## config.mk

```make
export PLATFORM = sky130hd
export DESIGN_NAME = modular_exponentiation_flat
export DESIGN_NICKNAME = d
export VERILOG_FILES = /design/src/hdl/mexp_pkg.sv /design/src/hdl/mexp_if.sv /design/src/hdl/mexp_datapath.sv /design/src/hdl/mexp_ctrl.sv /design/src/hdl/modular_exponentiation.sv /design/src/flat_wrapper.sv
export SDC_FILE = /design/constraint.sdc
export NUM_CORES = 2
export LEC_CHECK = 0
export ABC_CLOCK_PERIOD_IN_PS = 31700
export BUFFER_PORTS_ARGS = -buffer_cell sky130_fd_sc_hd__buf_2
export CORE_ASPECT_RATIO = 0.9
export CORE_UTILIZATION = 50
export CTS_CLUSTER_DIAMETER = 30
export DETAILED_ROUTE_END_ITERATION = 10
export PLACE_DENSITY = 0.75
export SLEW_MARGIN = 15
export SYNTH_ARGS = -nofsm -noshare
export SYNTH_HDL_FRONTEND = slang
export SYNTH_SLANG_ARGS = --single-unit
```

## constraint.sdc

```tcl
create_clock -name i_clk -period 31.7 [get_ports i_clk]
set_input_delay 1.585 -clock i_clk [delete_from_list [all_inputs] [get_ports i_clk]]
set_output_delay 1.585 -clock i_clk [all_outputs]
set_load 0.02 [all_outputs]
```

## src/hdl/mexp_pkg.sv

```systemverilog
// shared widths, operation codes and control structs for modular exponentiation
package mexp_pkg;

    // field widths of the channels
    localparam int DATA_BITS = 32;
    localparam int EXP_BITS  = 63;

    // remainder bits retired per reduction cycle
    localparam int RADIX_BITS = 4;

    // which modular product the shared unit forms
    localparam logic [1:0] OP_BASE = 2'd0;  // base mod m
    localparam logic [1:0] OP_ACC  = 2'd1;  // acc * sq mod m
    localparam logic [1:0] OP_SQR  = 2'd2;  // sq * sq mod m

    typedef struct packed {
        logic       load;
        logic       mul_go;
        logic       red_step;
        logic       wr_acc;
        logic       wr_sq;
        logic       exp_shift;
        logic       res_load;
        logic [1:0] op;
    } t_dp_cmd;

    typedef struct packed {
        logic exp_zero;
        logic exp_lsb;
        logic exp_more;
        logic red_last;
        logic mod_zero;
    } t_dp_sts;

endpackage

```

## src/hdl/mexp_if.sv

```systemverilog
// request and response channel interfaces

// request word: base, exponent, modulus
interface mexp_req_if;
    import mexp_pkg::*;

    logic                 valid;
    logic                 ready;
    logic [DATA_BITS-1:0] base;
    logic [EXP_BITS-1:0]  exponent;
    logic [DATA_BITS-1:0] modulus;

    modport source (output valid, output base, output exponent, output modulus,
                    input ready);
    modport sink   (input valid, input base, input exponent, input modulus,
                    output ready);
endinterface

// response word: power_mod, bad_modulus
interface mexp_rsp_if;
    import mexp_pkg::*;

    logic                 valid;
    logic                 ready;
    logic [DATA_BITS-1:0] power_mod;
    logic                 bad_modulus;

    modport source (output valid, output power_mod, output bad_modulus, input ready);
    modport sink   (input valid, input power_mod, input bad_modulus, output ready);
endinterface

```

## src/hdl/mexp_datapath.sv

```systemverilog
// operand registers, multiplier and radix-16 restoring reduction unit
module mexp_datapath #(
    parameter int OPERAND_BITS = 32
) (
    input  logic                             i_clk,
    input  mexp_pkg::t_dp_cmd                i_cmd,
    input  logic [mexp_pkg::DATA_BITS-1:0]   i_base,
    input  logic [mexp_pkg::EXP_BITS-1:0]    i_exponent,
    input  logic [mexp_pkg::DATA_BITS-1:0]   i_modulus,
    output mexp_pkg::t_dp_sts                o_sts,
    output logic [mexp_pkg::DATA_BITS-1:0]   o_power_mod,
    output logic                             o_bad_modulus
);
    import mexp_pkg::*;

    localparam int N     = OPERAND_BITS;
    localparam int STEPS = (2 * N + RADIX_BITS - 1) / RADIX_BITS;
    localparam int PW    = STEPS * RADIX_BITS;
    localparam int CW    = $clog2(STEPS);

    logic [N-1:0]         r_mod;
    logic [N-1:0]         r_acc;
    logic [N-1:0]         r_sq;
    logic [EXP_BITS-1:0]  r_exp;
    logic                 r_bad;
    logic [PW-1:0]        r_prod;
    logic [N-1:0]         r_rem;
    logic [CW-1:0]        r_cnt;
    logic [DATA_BITS-1:0] r_pm;
    logic                 r_bad_out;

    logic [N-1:0]   w_opa;
    logic [N-1:0]   w_opb;
    logic [2*N-1:0] w_prod;
    logic [N-1:0]   n_rem;
    logic [N-1:0]   w_mod_in;

    assign w_mod_in = i_modulus[N-1:0];

    // multiplier operand select
    always_comb begin
        unique case (i_cmd.op)
            OP_BASE: begin
                w_opa = r_sq;
                w_opb = N'(1);
            end
            OP_ACC: begin
                w_opa = r_acc;
                w_opb = r_sq;
            end
            OP_SQR: begin
                w_opa = r_sq;
                w_opb = r_sq;
            end
            default: begin
                w_opa = '0;
                w_opb = '0;
            end
        endcase
    end

    assign w_prod = w_opa * w_opb;

    // four restoring steps, top product bits shift into the remainder
    always_comb begin
        logic [N:0]   t;
        logic [N-1:0] rv;
        rv = r_rem;
        for (int k = 0; k < RADIX_BITS; k++) begin
            t = {rv, r_prod[PW-1-k]};
            if (t >= {1'b0, r_mod}) begin
                t = t - {1'b0, r_mod};
            end
            rv = t[N-1:0];
        end
        n_rem = rv;
    end

    // operand and exponent registers
    always_ff @(posedge i_clk) begin
        if (i_cmd.load) begin
            r_mod <= w_mod_in;
            r_sq  <= i_base[N-1:0];
            r_exp <= i_exponent;
            r_bad <= (w_mod_in == '0);
            r_acc <= (w_mod_in == N'(1)) ? '0 : N'(1);
        end else begin
            if (i_cmd.wr_acc) begin
                r_acc <= r_rem;
            end
            if (i_cmd.wr_sq) begin
                r_sq <= r_rem;
            end
            if (i_cmd.exp_shift) begin
                r_exp <= r_exp >> 1;
            end
        end
    end

    // product register and reduction unit
    always_ff @(posedge i_clk) begin
        if (i_cmd.mul_go) begin
            r_prod <= PW'(w_prod);
            r_rem  <= '0;
            r_cnt  <= '0;
        end else if (i_cmd.red_step) begin
            r_prod <= r_prod << RADIX_BITS;
            r_rem  <= n_rem;
            r_cnt  <= r_cnt + CW'(1);
        end
    end

    // result word register
    always_ff @(posedge i_clk) begin
        if (i_cmd.res_load) begin
            r_pm      <= r_bad ? '0 : DATA_BITS'(r_acc);
            r_bad_out <= r_bad;
        end
    end

    assign o_sts.exp_zero = (r_exp == '0);
    assign o_sts.exp_lsb  = r_exp[0];
    assign o_sts.exp_more = |r_exp[EXP_BITS-1:1];
    assign o_sts.red_last = (r_cnt == CW'(STEPS - 1));
    assign o_sts.mod_zero = r_bad;

    assign o_power_mod   = r_pm;
    assign o_bad_modulus = r_bad_out;

endmodule

```

## src/hdl/mexp_ctrl.sv

```systemverilog
// sequencer for square-and-multiply over the exponent bits
module mexp_ctrl (
    input  logic              i_clk,
    input  logic              i_rst_n,
    input  logic              i_in_valid,
    output logic              o_in_ready,
    output logic              o_out_valid,
    input  logic              i_out_ready,
    input  mexp_pkg::t_dp_sts i_sts,
    output mexp_pkg::t_dp_cmd o_cmd
);
    import mexp_pkg::*;

    localparam logic [2:0] ST_IDLE = 3'd0;
    localparam logic [2:0] ST_DEC  = 3'd1;
    localparam logic [2:0] ST_MUL  = 3'd2;
    localparam logic [2:0] ST_RED  = 3'd3;
    localparam logic [2:0] ST_WB   = 3'd4;
    localparam logic [2:0] ST_FIN  = 3'd5;

    logic [2:0] r_state, n_state;
    logic [1:0] r_op, n_op;
    logic       r_sq_phase, n_sq_phase;
    logic       r_out_valid, n_out_valid;

    // next state and datapath commands
    always_comb begin
        n_state     = r_state;
        n_op        = r_op;
        n_sq_phase  = r_sq_phase;
        n_out_valid = r_out_valid;
        o_cmd       = '0;
        o_cmd.op    = r_op;

        if (r_out_valid && i_out_ready) begin
            n_out_valid = 1'b0;
        end

        unique case (r_state)
            ST_IDLE: begin
                if (i_in_valid) begin
                    o_cmd.load = 1'b1;
                    n_op       = OP_BASE;
                    n_sq_phase = 1'b0;
                    n_state    = ST_MUL;
                end
            end
            ST_DEC: begin
                priority if (i_sts.mod_zero || i_sts.exp_zero) begin
                    n_state = ST_FIN;
                end else if (!r_sq_phase && i_sts.exp_lsb) begin
                    n_op    = OP_ACC;
                    n_state = ST_MUL;
                end else if (i_sts.exp_more) begin
                    n_op    = OP_SQR;
                    n_state = ST_MUL;
                end else begin
                    // last set bit done, the final square is never used
                    o_cmd.exp_shift = 1'b1;
                    n_sq_phase      = 1'b0;
                end
            end
            ST_MUL: begin
                o_cmd.mul_go = 1'b1;
                n_state      = ST_RED;
            end
            ST_RED: begin
                o_cmd.red_step = 1'b1;
                if (i_sts.red_last) begin
                    n_state = ST_WB;
                end
            end
            ST_WB: begin
                o_cmd.wr_acc = (r_op == OP_ACC);
                o_cmd.wr_sq  = (r_op != OP_ACC);
                if (r_op == OP_ACC) begin
                    n_sq_phase = 1'b1;
                end
                if (r_op == OP_SQR) begin
                    o_cmd.exp_shift = 1'b1;
                    n_sq_phase      = 1'b0;
                end
                n_state = ST_DEC;
            end
            ST_FIN: begin
                if (!r_out_valid || i_out_ready) begin
                    o_cmd.res_load = 1'b1;
                    n_out_valid    = 1'b1;
                    n_state        = ST_IDLE;
                end
            end
            default: begin
                n_state = ST_IDLE;
            end
        endcase
    end

    // control registers
    always_ff @(posedge i_clk) begin
        if (!i_rst_n) begin
            r_state     <= ST_IDLE;
            r_op        <= OP_BASE;
            r_sq_phase  <= 1'b0;
            r_out_valid <= 1'b0;
        end else begin
            r_state     <= n_state;
            r_op        <= n_op;
            r_sq_phase  <= n_sq_phase;
            r_out_valid <= n_out_valid;
        end
    end

    assign o_in_ready  = (r_state == ST_IDLE);
    assign o_out_valid = r_out_valid;

endmodule

```

## src/hdl/modular_exponentiation.sv

```systemverilog
// modular exponentiation top level: base ** exponent mod modulus
//
// A request word (base, exponent, modulus) enters on i_req, one result word
// (power_mod, bad_modulus) leaves on o_rsp; both use valid/ready handshakes.
// Only the low OPERAND_BITS bits of base and modulus take part.
// A zero modulus gives bad_modulus = 1 and power_mod = 0.
// One request is worked at a time; i_req.ready is high only while idle.
// Each modular product is reduced by the single shared reduction unit,
// which retires four remainder bits per cycle.
// Exponent zero or a zero modulus still runs the base reduction.
// The result sits in an output register, so a new request is taken while
// the last result waits; a stalled receiver only holds the next result at
// its final step until the register frees.
// Reset (synchronous, active low) returns the sequencer to idle and drops
// o_rsp.valid; no stored state needs clearing.
module modular_exponentiation #(
    parameter int OPERAND_BITS = 32
) (
    input  logic       i_clk,
    input  logic       i_rst_n,
    mexp_req_if.sink   i_req,
    mexp_rsp_if.source o_rsp
);
    import mexp_pkg::*;

    t_dp_cmd w_cmd;
    t_dp_sts w_sts;

    // sequencer
    mexp_ctrl u_ctrl (
        .i_clk       (i_clk),
        .i_rst_n     (i_rst_n),
        .i_in_valid  (i_req.valid),
        .o_in_ready  (i_req.ready),
        .o_out_valid (o_rsp.valid),
        .i_out_ready (o_rsp.ready),
        .i_sts       (w_sts),
        .o_cmd       (w_cmd)
    );

    // arithmetic
    mexp_datapath #(
        .OPERAND_BITS (OPERAND_BITS)
    ) u_datapath (
        .i_clk         (i_clk),
        .i_cmd         (w_cmd),
        .i_base        (i_req.base),
        .i_exponent    (i_req.exponent),
        .i_modulus     (i_req.modulus),
        .o_sts         (w_sts),
        .o_power_mod   (o_rsp.power_mod),
        .o_bad_modulus (o_rsp.bad_modulus)
    );

endmodule

```

## src/flat_wrapper.sv

```systemverilog
// flat-port wrapper written by rule: the top's interface ports become plain ports
module modular_exponentiation_flat import mexp_pkg::*;
#(
    parameter int OPERAND_BITS = 32
)
  (i_clk, i_rst_n, i_req_valid, i_req_base, i_req_exponent, i_req_modulus, i_req_ready, o_rsp_valid, o_rsp_power_mod, o_rsp_bad_modulus, o_rsp_ready);
  mexp_req_if i_req_i ();
  mexp_rsp_if o_rsp_i ();
  input  logic i_clk;
  input  logic i_rst_n;
  input wire logic [$bits(i_req_i.valid)-1:0] i_req_valid;
  input wire logic [$bits(i_req_i.base)-1:0] i_req_base;
  input wire logic [$bits(i_req_i.exponent)-1:0] i_req_exponent;
  input wire logic [$bits(i_req_i.modulus)-1:0] i_req_modulus;
  output wire logic [$bits(i_req_i.ready)-1:0] i_req_ready;
  output wire logic [$bits(o_rsp_i.valid)-1:0] o_rsp_valid;
  output wire logic [$bits(o_rsp_i.power_mod)-1:0] o_rsp_power_mod;
  output wire logic [$bits(o_rsp_i.bad_modulus)-1:0] o_rsp_bad_modulus;
  input wire logic [$bits(o_rsp_i.ready)-1:0] o_rsp_ready;
  assign i_req_i.valid = i_req_valid;
  assign i_req_i.base = i_req_base;
  assign i_req_i.exponent = i_req_exponent;
  assign i_req_i.modulus = i_req_modulus;
  assign i_req_ready = i_req_i.ready;
  assign o_rsp_valid = o_rsp_i.valid;
  assign o_rsp_power_mod = o_rsp_i.power_mod;
  assign o_rsp_bad_modulus = o_rsp_i.bad_modulus;
  assign o_rsp_i.ready = o_rsp_ready;
  modular_exponentiation #(.OPERAND_BITS(OPERAND_BITS)) u_core (.i_clk(i_clk), .i_rst_n(i_rst_n), .i_req(i_req_i), .o_rsp(o_rsp_i));
endmodule
```

==> results.cfg <==
[outcome]
status = finished, final reports clean

[place]
dpl.hpwl_um = 131000
gp_congestion = 1.00
dpl_cell_area_um2 = 54800
io_buffers = 165

[global_route]
globalRouteTotalUtil_pct = 32.2
top_usage_layer = met2
globalRouteOverflowTotal = 0
antenna_found_initial = 11
grt_start_max_net_pins = 98
globalRouteMet2Util_pct = 47.4
use_met1_pct = 43.7
grt_pass1_vias = 43600
grt_pass1_wl_um = 258000
met3_usage_pct = 11.4

[yosys]
synth_top_flop_cell = edfxtp_1
syn_inst = 5967
yosys_register_bits = 300
syn_area_um2 = 52600
synth_nets = 7394
synth_most_common_cell = nand2_1
synth_edf_count = 257
netlist.area_leader.share_pct = 34.2
async_flop_share_pct = 0
synthTopCellsByArea = fa_1 34%, edfxtp_1 15%, ha_1 9.4%, nand2_1 8.8%, inv_1 7.7%
yosys.area.top_type = fa_1
avgSynthCellArea_um2 = 8.82
netlist_top_cells_count = 1228 x nand2_1, 1075 x inv_1, 900 x fa_1
synth_warnings = 0
yosysUniqueCellTypes = 88
seq_area_frac_synth_pct = 16.3

[floorplan]
io-pin-count = 166
initial_utilization_pct = 50.6
core.rowCount = 112
die_area_um2 = 107000
die_w_um = 344
coreArea_um2 = 104000
die_h_um = 310

[timing]
tns_ns = 0
worstMarginPinSlew_ns = 1.28
maxSlewHeadroom_pct = 15.0
worst_clock_skew_ns = 0.0795
drv_slew = 0
finalHoldViolCount = 0
min_period_ns = 14.15
rsz0062_at_grt = false
finalSetupViolCount = 0
fin_crit_sh_pct = 44.6
clock.fmax_mhz = 70.7

[worst_setup_path]
crit_path_end_kind = register
cp_max_fo = 43
crit_required_ns = 32.23
critPathBufInv = 5
reg2reg_slack_ns = 17.55
rr_worst_depth = 45
rr_startpoint = u_core.u_datapath.r_mod[1]
cp-start-kind = register
worst-path-stages = 45
max_stage_delay_ns = 0.86
cpMaxStageDelayCell = a21oi_1
r2r-end = u_core.u_datapath.r_rem[25]
arrival_ns = 14.68
cpLargestDelayFamily = compound AO/OA/AOI/OAI gates
crit_type = reg2reg

[finish]
syn2layout_area_growth_pct = 8.10
utilization_pct = 54.7
final_cell_area_um2 = 56900
regArea_um2 = 8580
fin_nets = 7424
drive_above_1_share_pct = 7.69
fillerInstances = 9358
multiInputGateArea_um2 = 38900

[drt]
finalWirelength_um = 168000
routedWlPerCell_um = 22.7
drt_iter0_drc = 4729
num_vias = 43400
remaining_drc_errors = 0
vias_per_cell = 5.85
dr.pass1.iters = 6
ant_nets = 0

[cts]
cts_tree = done
cts_made_buffers = 58
root_buffer = clkbuf_16
cts_sinks = 300
clk_latency_ns = 0.67
post_cts_resized = 0
post-cts-setup-buffer-count = 0
cts_hold_buf = 0
clk_pin_slew_ns = 0.06
cts_buffer_depth = 3
htree_levels = 2

[flow_run]
cap_violations = 0

[hold_path]
hold_path_depth = 2
worstHoldPathType = reg2reg
min_from = u_core.u_datapath.r_cnt[1]
holdPathEnd = u_core.u_datapath.r_cnt[1]
==> metal layers <==
| layer | routed length [um] | vias to the layer above | share of wire (%) |
|---|---|---|---|
| met5 | 392 | - | 0.23 |
| met4 | 6760 | 12 | 4.0 |
| met3 | 23900 | 367 | 14 |
| met2 | 71300 | 2449 | 42 |
| met1 | 65800 | 21600 | 39 |
| li1 | - | 19000 | - |
==> through the flow <==
step | setup WS (ns) | hold slack, ns | instances
floorplan | 21.02 | 0.435 | 5967
global placement | 18.00 | 0.445 | 7298
detailed placement | 17.77 | 0.451 | 7298
CTS | 17.77 | 0.458 | 7407
global route | 16.79 | 0.508 | 7415
finish | 17.55 | 0.462 | 7421
==> flip-flops by register name, indices dropped and copies added (netlist names) <==
signal and count:
u_core.u_datapath.r_cnt 4, u_core.u_ctrl.r_state 3, u_core.u_datapath.o_bad_modulus 1, u_core.u_ctrl.r_op 2
u_core.u_datapath.r_acc 32, u_core.u_ctrl.o_out_valid 1, u_core.u_datapath.r_rem 32, u_core.u_datapath.r_prod 64
u_core.u_datapath.r_mod 32, u_core.u_datapath.o_power_mod 32, u_core.u_datapath.r_bad 1, u_core.u_ctrl.r_sq_phase 1
u_core.u_datapath.r_exp 63, u_core.u_datapath.r_sq 32
==> layout make-up <==
| cell class | count | area share, % |
|---|---|---|
| repair buffers | 273 | 2.91 |
| clock buffers | 63 | 2.60 |
| clock inverters | 46 | 0.865 |
| diodes | 7 | 0.0308 |
| flip-flops and latches | 300 | 15.1 |
| inverters | 1082 | 7.15 |
| multi-input cells | 4282 | 68.4 |
| well taps | 1368 | 3.01 |
==> how the worst max path moves through the flow <==
stage / endpoint / start / slack [ns]
6_report: u_core.u_datapath.r_rem[25] / u_core.u_datapath.r_mod[1] / 17.55
5_1_grt: u_core.u_datapath.r_rem[25] / u_core.u_datapath.r_mod[1] / 16.79
4_1_cts: u_core.u_datapath.r_rem[25] / u_core.u_datapath.r_mod[1] / 17.77
3_5_place_dp: u_core.u_datapath.r_rem[25] / u_core.u_datapath.r_mod[1] / 17.77
3_3_place_gp: u_core.u_datapath.r_rem[25] / u_core.u_datapath.r_mod[1] / 18.00
2_1_floorplan: u_core.u_datapath.r_rem[14] / u_core.u_datapath.r_mod[1] / 21.02
==> placed cells by master (no fill, tap or decap), types with 35 or more instances in the layout <==
cell	netlist	layout
a21o_1	137	137
a21oi_1	162	162
and2_1	73	68
buf_2	19	165
buf_4	3	104
clkbuf_16	0	58
dfxtp_1	43	43
edfxtp_1	257	257
fa_1	900	900
ha_1	396	395
inv_1	1075	1074
nand2_1	1228	1225
nand3_1	63	63
nand4_1	35	35
nor2_1	322	320
nor2b_1	54	52
nor3_1	45	45
nor4_1	38	38
o21ai_0	171	170
xnor2_1	89	89
xor2_1	63	63
==> worst min-delay path, delay by kind of cell (launching register included) <==
kind / cells / cell delay [ns]
simple gates: 2 / 0.10
flops: 1 / 0.32
==> kinds of logic after synthesis <==
logic type | synth area share (%)
buffers and inverters | 9.98
adders and majority gates | 43.7
xor gates and xnor gates | 2.53
DFF | 16.3
AOI/OAI and AO/OA | 10.1
and+or+nand+nor | 16.0
muxes | 1.44
Power is left out: the tool's default activity adds up to more than one toggle a clock period on the data nets, which glitch-free logic cannot reach.
